[config.mk]
export PLATFORM = sky130hd
export DESIGN_NAME = tcp_congestion_window_fsm
export DESIGN_NICKNAME = d
export VERILOG_FILES = /design/src/rtl/tcw_pkg.sv /design/src/rtl/tcw_div.sv /design/src/rtl/tcp_congestion_window_fsm.sv
export SDC_FILE = /design/constraint.sdc
export NUM_CORES = 1
export LEC_CHECK = 0
export ABC_AREA = 1
export CELL_PAD_IN_SITES_DETAIL_PLACEMENT = 1
export CELL_PAD_IN_SITES_GLOBAL_PLACEMENT = 1
export CORE_UTILIZATION = 45
export CTS_CLUSTER_DIAMETER = 200
export CTS_CLUSTER_SIZE = 10
export DETAILED_ROUTE_END_ITERATION = 7
export DONT_BUFFER_PORTS = 1
export PLACE_DENSITY = 0.76
export SYNTH_ARGS = -nofsm -noshare
export SYNTH_HDL_FRONTEND = slang
export SYNTH_SLANG_ARGS = --single-unit
[constraint.sdc]
create_clock -name aclk -period 3.9 [get_ports aclk]
set_input_delay 0.975 -clock aclk [delete_from_list [all_inputs] [get_ports aclk]]
set_output_delay 0.975 -clock aclk [all_outputs]
set_load 0.05 [all_outputs]
[src/rtl/tcw_pkg.sv]
// Shared constants, codes, types and helpers for the congestion window controller.
`timescale 1ns / 1ps

package tcw_pkg;

    localparam int FRAC_BITS   = 8;
    localparam int WINDOW_BITS = 24;

    localparam int ACK_BITS   = 31;
    localparam int DUP_BITS   = 8;
    localparam int EVT_BITS   = 32;
    localparam int PHASE_BITS = 2;
    localparam int NOTE_BITS  = 4;
    localparam int FUNC_BITS  = 2;
    localparam int ALG_BITS   = 2;
    localparam int SSTH_BITS  = 24;
    localparam int DTHR_BITS  = 4;
    localparam int CFG_IDX_BITS  = 2;
    localparam int CFG_DATA_BITS = 24;

    localparam int DIVD_BITS = 2 * FRAC_BITS + 1;
    localparam int QSUM_BITS = (WINDOW_BITS > DIVD_BITS) ? WINDOW_BITS : DIVD_BITS;
    localparam int SUM_BITS  = QSUM_BITS + 1;
    localparam int DIV_CNT_BITS = $clog2(DIVD_BITS + 1);

    localparam int IN_TDATA_BITS  = ((ACK_BITS + 7) / 8) * 8;
    localparam int OUT_RAW_BITS   = 2 * WINDOW_BITS + PHASE_BITS + DUP_BITS + EVT_BITS;
    localparam int OUT_TDATA_BITS = ((OUT_RAW_BITS + 7) / 8) * 8;

    localparam longint unsigned WMAX_L  = (64'd1 << WINDOW_BITS) - 64'd1;
    localparam longint unsigned ONE_L   = 64'd1 << FRAC_BITS;
    localparam longint unsigned TWO_L   = 64'd2 << FRAC_BITS;
    localparam longint unsigned THREE_L = 64'd3 << FRAC_BITS;

    localparam logic [WINDOW_BITS-1:0] WMAX   = WINDOW_BITS'(WMAX_L);
    localparam logic [WINDOW_BITS-1:0] ONE_FX = WINDOW_BITS'((ONE_L > WMAX_L) ? WMAX_L : ONE_L);
    localparam logic [WINDOW_BITS-1:0] TWO_FX = WINDOW_BITS'((TWO_L > WMAX_L) ? WMAX_L : TWO_L);
    localparam logic [QSUM_BITS-1:0]   ONE_Q   = QSUM_BITS'(ONE_L);
    localparam logic [QSUM_BITS-1:0]   THREE_Q = QSUM_BITS'(THREE_L);

    localparam logic [FUNC_BITS-1:0] FUNC_ACK     = 2'd0;
    localparam logic [FUNC_BITS-1:0] FUNC_DUP     = 2'd1;
    localparam logic [FUNC_BITS-1:0] FUNC_TIMEOUT = 2'd2;

    localparam logic [ALG_BITS-1:0] MODE_TAHOE   = 2'd0;
    localparam logic [ALG_BITS-1:0] MODE_RENO    = 2'd1;
    localparam logic [ALG_BITS-1:0] MODE_NEWRENO = 2'd2;

    localparam logic [PHASE_BITS-1:0] PHASE_SS = 2'd0;
    localparam logic [PHASE_BITS-1:0] PHASE_CA = 2'd1;
    localparam logic [PHASE_BITS-1:0] PHASE_FR = 2'd2;

    localparam logic [NOTE_BITS-1:0] NOTE_SS_INC     = 4'd0;
    localparam logic [NOTE_BITS-1:0] NOTE_AI         = 4'd1;
    localparam logic [NOTE_BITS-1:0] NOTE_EXIT_FR    = 4'd2;
    localparam logic [NOTE_BITS-1:0] NOTE_FR_INFLATE = 4'd3;
    localparam logic [NOTE_BITS-1:0] NOTE_WAIT       = 4'd4;
    localparam logic [NOTE_BITS-1:0] NOTE_TAHOE      = 4'd5;
    localparam logic [NOTE_BITS-1:0] NOTE_RENO_FR    = 4'd6;
    localparam logic [NOTE_BITS-1:0] NOTE_NEWRENO_FR = 4'd7;
    localparam logic [NOTE_BITS-1:0] NOTE_TIMEOUT    = 4'd8;
    localparam logic [NOTE_BITS-1:0] NOTE_DUP_IN_FR  = 4'd9;

    localparam logic [CFG_IDX_BITS-1:0] CFG_ALG      = 2'd0;
    localparam logic [CFG_IDX_BITS-1:0] CFG_SSTHRESH = 2'd1;
    localparam logic [CFG_IDX_BITS-1:0] CFG_DUP_THR  = 2'd2;

    typedef struct packed {
        logic                   start;
        logic [WINDOW_BITS-1:0] divisor;
    } div_req_t;

    typedef struct packed {
        logic                 done;
        logic [DIVD_BITS-1:0] quotient;
    } div_rsp_t;

    function automatic logic [WINDOW_BITS-1:0] sat_add(
        input logic [WINDOW_BITS-1:0] a,
        input logic [QSUM_BITS-1:0]   b
    );
        logic [SUM_BITS-1:0] s;
        s = SUM_BITS'(a) + SUM_BITS'(b);
        return (s > SUM_BITS'(WMAX)) ? WMAX : WINDOW_BITS'(s);
    endfunction

    function automatic logic [WINDOW_BITS-1:0] halve_floor(
        input logic [WINDOW_BITS-1:0] w
    );
        logic [WINDOW_BITS-1:0] h;
        h = w >> 1;
        return (h < TWO_FX) ? TWO_FX : h;
    endfunction

endpackage

[src/rtl/tcw_div.sv]
// Bit-serial restoring divider that forms 2^(2*FRAC_BITS) / divisor.
`timescale 1ns / 1ps

module tcw_div (
    input  logic            aclk,
    input  logic            aresetn,
    input  tcw_pkg::div_req_t req,
    output tcw_pkg::div_rsp_t rsp
);
    import tcw_pkg::*;

    logic                    busy_reg, busy_next;
    logic                    done_reg, done_next;
    logic [DIV_CNT_BITS-1:0] cnt_reg, cnt_next;
    logic [WINDOW_BITS-1:0]  rem_reg, rem_next;
    logic [WINDOW_BITS-1:0]  dvs_reg, dvs_next;
    logic [DIVD_BITS-1:0]    quo_reg, quo_next;
    logic [WINDOW_BITS:0]    trial;
    logic                    dividend_bit;

    // The dividend is a single one in its top bit, so only the first step shifts in a one.
    assign dividend_bit = (cnt_reg == DIV_CNT_BITS'(DIVD_BITS));
    assign trial        = {rem_reg, dividend_bit};

    always_comb begin
        busy_next = busy_reg;
        done_next = 1'b0;
        cnt_next  = cnt_reg;
        rem_next  = rem_reg;
        dvs_next  = dvs_reg;
        quo_next  = quo_reg;
        if (req.start) begin
            busy_next = 1'b1;
            cnt_next  = DIV_CNT_BITS'(DIVD_BITS);
            rem_next  = '0;
            dvs_next  = req.divisor;
            quo_next  = '0;
        end else if (busy_reg) begin
            if (trial >= {1'b0, dvs_reg}) begin
                rem_next = WINDOW_BITS'(trial - {1'b0, dvs_reg});
                quo_next = {quo_reg[DIVD_BITS-2:0], 1'b1};
            end else begin
                rem_next = WINDOW_BITS'(trial);
                quo_next = {quo_reg[DIVD_BITS-2:0], 1'b0};
            end
            cnt_next = cnt_reg - DIV_CNT_BITS'(1);
            if (cnt_reg == DIV_CNT_BITS'(1)) begin
                busy_next = 1'b0;
                done_next = 1'b1;
            end
        end
    end

    always_ff @(posedge aclk) begin
        if (!aresetn) begin
            busy_reg <= 1'b0;
            done_reg <= 1'b0;
            cnt_reg  <= '0;
        end else begin
            busy_reg <= busy_next;
            done_reg <= done_next;
            cnt_reg  <= cnt_next;
        end
        rem_reg <= rem_next;
        dvs_reg <= dvs_next;
        quo_reg <= quo_next;
    end

    assign rsp.done     = done_reg;
    assign rsp.quotient = quo_reg;

endmodule

[src/rtl/tcp_congestion_window_fsm.sv]
// Top level of the TCP congestion window controller: sequencer, state and stream ports.
//
//  Channel  | Direction | Handshake               | Word contents
//  ---------+-----------+-------------------------+-------------------------------------------
//  s_axis   | in        | s_axis_tvalid/tready    | tuser: func; tdata: ack_number
//  m_axis   | out       | m_axis_tvalid/tready    | tuser: note_code; tdata: window..event_index
//  cfg      | in        | cfg_wr_en               | cfg_index selects register, cfg_data value
//
// An ACK in congestion avoidance waits in ST_DIV for the bit-serial divider that forms
// the additive increase; every other event goes straight to ST_OUT.
// The result then stays on m_axis until it is taken, and s_axis_tready is low from the
// accepted word until that result is taken.
// Reset loads the window with 1.0, the threshold with 4096 (16.0 in fixed point),
// and clears phase, counters and the last ACK number.
`timescale 1ns / 1ps

module tcp_congestion_window_fsm (
    input  logic                                  aclk,
    input  logic                                  aresetn,
    input  logic                                  s_axis_tvalid,
    output logic                                  s_axis_tready,
    input  logic [tcw_pkg::IN_TDATA_BITS-1:0]     s_axis_tdata,  // ack_number
    input  logic [tcw_pkg::FUNC_BITS-1:0]         s_axis_tuser,  // func
    output logic                                  m_axis_tvalid,
    input  logic                                  m_axis_tready,
    // window_now, threshold_now, phase, dup_count, event_index
    output logic [tcw_pkg::OUT_TDATA_BITS-1:0]    m_axis_tdata,
    output logic [tcw_pkg::NOTE_BITS-1:0]         m_axis_tuser,  // note_code
    input  logic                                  cfg_wr_en,
    input  logic [tcw_pkg::CFG_IDX_BITS-1:0]      cfg_index,
    input  logic [tcw_pkg::CFG_DATA_BITS-1:0]     cfg_data
);
    import tcw_pkg::*;

    localparam logic [1:0] ST_IDLE = 2'd0;
    localparam logic [1:0] ST_DIV  = 2'd1;
    localparam logic [1:0] ST_OUT  = 2'd2;

    logic [1:0]             state_reg, state_next;
    logic [ALG_BITS-1:0]    alg_reg;
    logic [DTHR_BITS-1:0]   dthr_reg;
    logic [WINDOW_BITS-1:0] win_reg, win_next;
    logic [WINDOW_BITS-1:0] thr_reg, thr_next;
    logic [PHASE_BITS-1:0]  phase_reg, phase_next;
    logic [DUP_BITS-1:0]    dup_reg, dup_next;
    logic [EVT_BITS-1:0]    evt_reg, evt_next;
    logic [ACK_BITS-1:0]    last_ack_reg, last_ack_next;
    logic [NOTE_BITS-1:0]   note_reg, note_next;

    logic                   accept;
    logic                   go_div;
    logic [ACK_BITS-1:0]    ack_in;
    logic [FUNC_BITS-1:0]   func_in;
    logic [WINDOW_BITS-1:0] win_inc;
    logic [WINDOW_BITS-1:0] halved;
    logic [DUP_BITS-1:0]    dup_inc;
    div_req_t               div_req;
    div_rsp_t               div_rsp;

    tcw_div u_div (
        .aclk    (aclk),
        .aresetn (aresetn),
        .req     (div_req),
        .rsp     (div_rsp)
    );

    assign s_axis_tready = (state_reg == ST_IDLE);
    assign accept        = s_axis_tvalid && s_axis_tready;
    assign ack_in        = s_axis_tdata[ACK_BITS-1:0];
    assign func_in       = s_axis_tuser;
    assign win_inc       = sat_add(win_reg, ONE_Q);
    assign halved        = halve_floor(win_reg);
    assign dup_inc       = (dup_reg == {DUP_BITS{1'b1}}) ? dup_reg : dup_reg + DUP_BITS'(1);

    assign div_req.start   = accept && go_div;
    assign div_req.divisor = (win_reg == '0) ? WINDOW_BITS'(1) : win_reg;

    always_comb begin
        state_next    = state_reg;
        win_next      = win_reg;
        thr_next      = thr_reg;
        phase_next    = phase_reg;
        dup_next      = dup_reg;
        evt_next      = evt_reg;
        last_ack_next = last_ack_reg;
        note_next     = note_reg;
        go_div        = 1'b0;
        unique case (state_reg)
            ST_IDLE: begin
                if (accept) begin
                    note_next  = NOTE_WAIT;
                    state_next = ST_OUT;
                    case (func_in)
                        FUNC_ACK: begin
                            evt_next      = evt_reg + EVT_BITS'(1);
                            last_ack_next = ack_in;
                            dup_next      = '0;
                            if (phase_reg == PHASE_FR) begin
                                if (ack_in > last_ack_reg) begin
                                    win_next   = thr_reg;
                                    phase_next = PHASE_CA;
                                    note_next  = NOTE_EXIT_FR;
                                end else begin
                                    win_next  = win_inc;
                                    note_next = NOTE_FR_INFLATE;
                                end
                            end else if (phase_reg == PHASE_CA) begin
                                go_div     = 1'b1;
                                note_next  = NOTE_AI;
                                state_next = ST_DIV;
                            end else begin
                                win_next  = win_inc;
                                note_next = NOTE_SS_INC;
                                if (win_inc >= thr_reg) begin
                                    phase_next = PHASE_CA;
                                end
                            end
                        end
                        FUNC_DUP: begin
                            evt_next = evt_reg + EVT_BITS'(1);
                            dup_next = dup_inc;
                            if (phase_reg == PHASE_FR) begin
                                win_next  = win_inc;
                                note_next = NOTE_DUP_IN_FR;
                            end else if (dup_inc < DUP_BITS'(dthr_reg)) begin
                                note_next = NOTE_WAIT;
                            end else begin
                                thr_next = halved;
                                if (alg_reg == MODE_TAHOE) begin
                                    win_next   = ONE_FX;
                                    phase_next = PHASE_SS;
                                    note_next  = NOTE_TAHOE;
                                end else begin
                                    win_next   = sat_add(halved, THREE_Q);
                                    phase_next = PHASE_FR;
                                    note_next  = (alg_reg == MODE_NEWRENO) ? NOTE_NEWRENO_FR
                                                                           : NOTE_RENO_FR;
                                end
                            end
                        end
                        FUNC_TIMEOUT: begin
                            evt_next   = evt_reg + EVT_BITS'(1);
                            thr_next   = halved;
                            win_next   = ONE_FX;
                            dup_next   = '0;
                            phase_next = PHASE_SS;
                            note_next  = NOTE_TIMEOUT;
                        end
                        default: begin
                            note_next = NOTE_WAIT;
                        end
                    endcase
                end
            end
            ST_DIV: begin
                if (div_rsp.done) begin
                    win_next   = sat_add(win_reg, QSUM_BITS'(div_rsp.quotient));
                    state_next = ST_OUT;
                end
            end
            ST_OUT: begin
                if (m_axis_tready) begin
                    state_next = ST_IDLE;
                end
            end
            default: begin
                state_next = ST_IDLE;
            end
        endcase
        if (cfg_wr_en && (cfg_index == CFG_SSTHRESH)) begin
            thr_next = WINDOW_BITS'(cfg_data[SSTH_BITS-1:0]);
        end
    end

    always_ff @(posedge aclk) begin
        if (!aresetn) begin
            state_reg    <= ST_IDLE;
            alg_reg      <= MODE_RENO;
            dthr_reg     <= DTHR_BITS'(3);
            win_reg      <= ONE_FX;
            thr_reg      <= WINDOW_BITS'(4096);
            phase_reg    <= PHASE_SS;
            dup_reg      <= '0;
            evt_reg      <= '0;
            last_ack_reg <= '0;
            note_reg     <= NOTE_WAIT;
        end else begin
            state_reg    <= state_next;
            win_reg      <= win_next;
            thr_reg      <= thr_next;
            phase_reg    <= phase_next;
            dup_reg      <= dup_next;
            evt_reg      <= evt_next;
            last_ack_reg <= last_ack_next;
            note_reg     <= note_next;
            if (cfg_wr_en) begin
                unique case (cfg_index)
                    CFG_ALG: begin
                        alg_reg <= cfg_data[ALG_BITS-1:0];
                    end
                    CFG_DUP_THR: begin
                        dthr_reg <= cfg_data[DTHR_BITS-1:0];
                    end
                    default: begin
                    end
                endcase
            end
        end
    end

    assign m_axis_tvalid = (state_reg == ST_OUT);
    assign m_axis_tdata  = OUT_TDATA_BITS'({evt_reg, dup_reg, phase_reg, thr_reg, win_reg});
    assign m_axis_tuser  = note_reg;

endmodule

==> impl_metrics.csv <==
group,metric,value,unit
die,ioPinCount,167,
die,rows,65,
die,die_area,33500,sq um
global_routing,grt_usage,0.291,
die,initial_core_util,0.463,
setup_path,crit_path_max_fanout,17,
final_layout,drive_above_1_share,0.0716,
setup_path,arrival,4.04,ns
pwr,cellPowerDensity,479,nW/um^2
setup_path,rr_worst_depth,23,
clock_tree,clock-sinks,205,
timing,finalHoldViolations,0,
route,vias,14700,
final_layout,finish.utilization,0.504,
timing,worstMarginPinSlew,0.987,ns
final_layout,regArea,4350,sq um
placed_design,place_congestion,0.904,
die,die_w,183,um
clock_tree,cts-root-buf,"clkbuf_16",
global_routing,grt_max_degree,78,
final_layout,largest_reg_flops,32,
final_layout,multi_input_area,8800,sq um
setup_path,startpoint,"win_reg[15]$_SDFFE_PN0P_",
job,drv_cap,0,
route,drc,0,
yosys,ys_seq_area_frac,0.294,
global_routing,gr-total-overflow,0,
timing,relSlewSlack,0.339,
global_routing,antenna_found_initial,6,
timing,finalMaxSlewViolations,0,
setup_path,setup.worst_path.end,"phase_reg[0]$_SDFFE_PN0P_",
global_routing,grt.busiest_layer,"met2",
yosys,syn_inst,2258,
clock_tree,cts_htree_levels,1,
yosys,yosys.cell_types.count,58,
die,core-area,31900,sq um
timing,fin_tns_setup,0,ns
setup_path,worst_setup_path_start_kind,"flip-flop",
route,initialDrtViolationCount,690,
clock_tree,clk_pin_slew_worst_paths,0.06,ns
route,wire_per_inst,18.2,um
timing,fin_crit_sh,0.926,
placed_design,dpl-instance-area,15400,sq um
timing,setup_viol,0,
setup_path,required,4.33,ns
setup_path,worstSetupEndpointType,"flip-flop",
die,die_height,183,um
global_routing,grt_use_met2,0.499,
clock_tree,cts_tree,"yes",
final_layout,n_fill_cell,4284,
pwr,vdd_drop_max,0.323,mV
global_routing,grt_use_met3,0.0689,
setup_path,rr_endpoint,"phase_reg[0]$_SDFFE_PN0P_",
yosys,ys_warn_count,0,
final_layout,nets,2433,
route,wirelength,49100,um
clock_tree,cts_buffer_depth,3,
timing,period_minus_slack,3.61,ns
global_routing,grtUsageMet1,0.367,
clock_tree,clk_latency,0.55,ns
setup_path,rrSetupSlack,0.29,ns
route,ant_nets,0,
placed_design,place_hpwl,38000,um
placed_design,portBuffers,0,
route,drt_pass1_iterations,5,
pwr,leakagePower,7.40,nW
yosys,avgSynthCellArea,6.54,sq um
min_path,hp-class,"flip-flop to flip-flop",
global_routing,grt_pass1_vias,14900,
run_status,outcome,"finished clean",
final_layout,area_growth,8.80,%
yosys,syn_area,14800,sq um
timing,fmax,277,MHz
final_layout,fin_area,16100,sq um
global_routing,grt_pass1_wl,78000,um
timing,rsz0062_at_grt,"false",
yosys,synth.ff_latch_count,205,
setup_path,rr_startpoint,"win_reg[15]$_SDFFE_PN0P_",
route,viasPerCell,5.45,
clock_tree,cts-buffers-inserted,24,
setup_path,path_class,"flip-flop to flip-flop",
timing,clock_skew,0.0205,ns
[worst max-delay path, stage by stage, from the launching register on]
cell and delay, ns:
dfxtp_1 0.55, nand2_1 0.16, nor2_2 0.23, nand2_1 0.12
o21ai_0 0.30, nand2_1 0.08, nand2_1 0.08, nor2_2 0.05
nand3_4 0.12, nand2_8 0.12, nor2_1 0.16, inv_1 0.06
ha_1 0.30, a21oi_1 0.07, o31ai_1 0.25, nand2_1 0.09
o211ai_1 0.09, nand3_1 0.09, nand3_1 0.13, nor3_1 0.05
nor2_1 0.20, nand2_1 0.08, nand2_1 0.07, nor2_1 0.04
[worst min-delay path by stage]
stage	from	end	slack, ns	cells past startpoint
5_1_grt	last_ack_reg[18]$_SDFFE_PN0P_	last_ack_reg[18]$_SDFFE_PN0P_	0.48	2
6_report	last_ack_reg[17]$_SDFFE_PN0P_	last_ack_reg[17]$_SDFFE_PN0P_	0.45	2
3_5_place_dp	last_ack_reg[17]$_SDFFE_PN0P_	last_ack_reg[17]$_SDFFE_PN0P_	0.45	2
2_1_floorplan	last_ack_reg[11]$_SDFFE_PN0P_	last_ack_reg[11]$_SDFFE_PN0P_	0.43	2
4_1_cts	last_ack_reg[17]$_SDFFE_PN0P_	last_ack_reg[17]$_SDFFE_PN0P_	0.46	2
3_3_place_gp	last_ack_reg[21]$_SDFFE_PN0P_	last_ack_reg[21]$_SDFFE_PN0P_	0.44	2
[cells in the mapped netlist (all sizes together)]
cell	count	area, sq um
nand2	557	2120
inv	303	1140
nor2	221	880
a21oi	213	1080
dfxtp	181	3620
o21ai	160	801
nand3	146	788
ha	114	1430
clkbuf	69	260
nor3	52	290
buf	40	250
xor2	40	365
nand4	30	188
edfxtp	24	721
xnor2	18	158
nor4	12	87.6
o21bai	11	82.6
o21a	9	67.6
a21o	8	60.1
a31oi	7	43.8
nand3b	5	37.5
o211ai	5	37.5
or2	5	31.3
clkinv	4	15.0
a21boi	3	22.5
o221ai	3	26.3
a211oi	2	15.0
a22oi	2	15.0
fa	2	40.0
nor3b	2	15.0
o22ai	2	12.5
a221oi	1	8.76
a31o	1	8.76
and2	1	6.26
and3	1	6.26
conb	1	3.75
o221a	1	11.3
o31ai	1	7.51
or4	1	7.51
[power by group]
part | total [mW] | internal (mW) | switching [mW]
Combinational | 2.93 | 1.03 | 1.90
Sequential | 2.74 | 2.42 | 0.320
Clock | 2.03 | 1.12 | 0.909
Total | 7.70 | 4.57 | 3.13
[kinds of logic after synthesis]
kind of cell             Yosys count  synth area share
AO/OA/AOI/OAI                    429             0.156
other                              1          0.000254
AND/OR/NAND/NOR                 1033             0.302
adder cells (fa/ha/maj)          116            0.0993
flip-flops                       205             0.294
XOR/XNOR                          58            0.0354
buffers and inverters            416             0.113
[repair_timing]
item / in CTS / in global routing
gates resized for setup: 0 / 4
buffers inserted: 0 / 3
hold buffers: 0 / 0
endpoints found under the setup margin: 0 / 2
[area by class of cell]
type	instances	share of cell area
sequential	205	0.271
timing repair buffer	72	0.0344
clock inverter	2	0.00148
clock buffer	33	0.0395
tap	435	0.0339
inverter	307	0.0717
antenna	3	0.000467
multi-input combinational	1642	0.548
[routing by layer]
layer	routed length [um]	vias to the layer above	share of wire
met5	39	-	0.00079
met4	949	6	0.019
met3	3700	61	0.075
met2	22900	319	0.47
met1	21500	7011	0.44
li1	-	7300	-
[metrics by stage]
stage,power (mW),cells,hold slack (ns),setup slack (ns)
floorplan,4.92,2263,0.433,0.341
global placement,5.56,2658,0.440,0.269
detailed placement,5.66,2658,0.447,0.251
CTS,7.74,2693,0.456,0.215
global route,8.21,2697,0.476,0.0124
finish,7.70,2699,0.453,0.288
[placed cells by master (no fill, tap or decap), types with 9 or more instances in the layout]
| cell | instances |
|---|---|
| nand4_1 | 30 |
| nand2_1 | 546 |
| o21ai_1 | 13 |
| nand2_2 | 10 |
| a21oi_1 | 210 |
| nor2_1 | 208 |
| o21bai_1 | 11 |
| o21a_1 | 9 |
| clkbuf_16 | 24 |
| xor2_1 | 38 |
| inv_1 | 297 |
| o21ai_0 | 147 |
| clkbuf_1 | 9 |
| edfxtp_1 | 24 |
| xnor2_1 | 18 |
| nor3_1 | 44 |
| buf_4 | 71 |
| ha_1 | 114 |
| nor4_1 | 10 |
| nand3_2 | 9 |
| dfxtp_1 | 179 |
| nand3_1 | 136 |
Note: power is estimated with default switching activity, not from simulation.
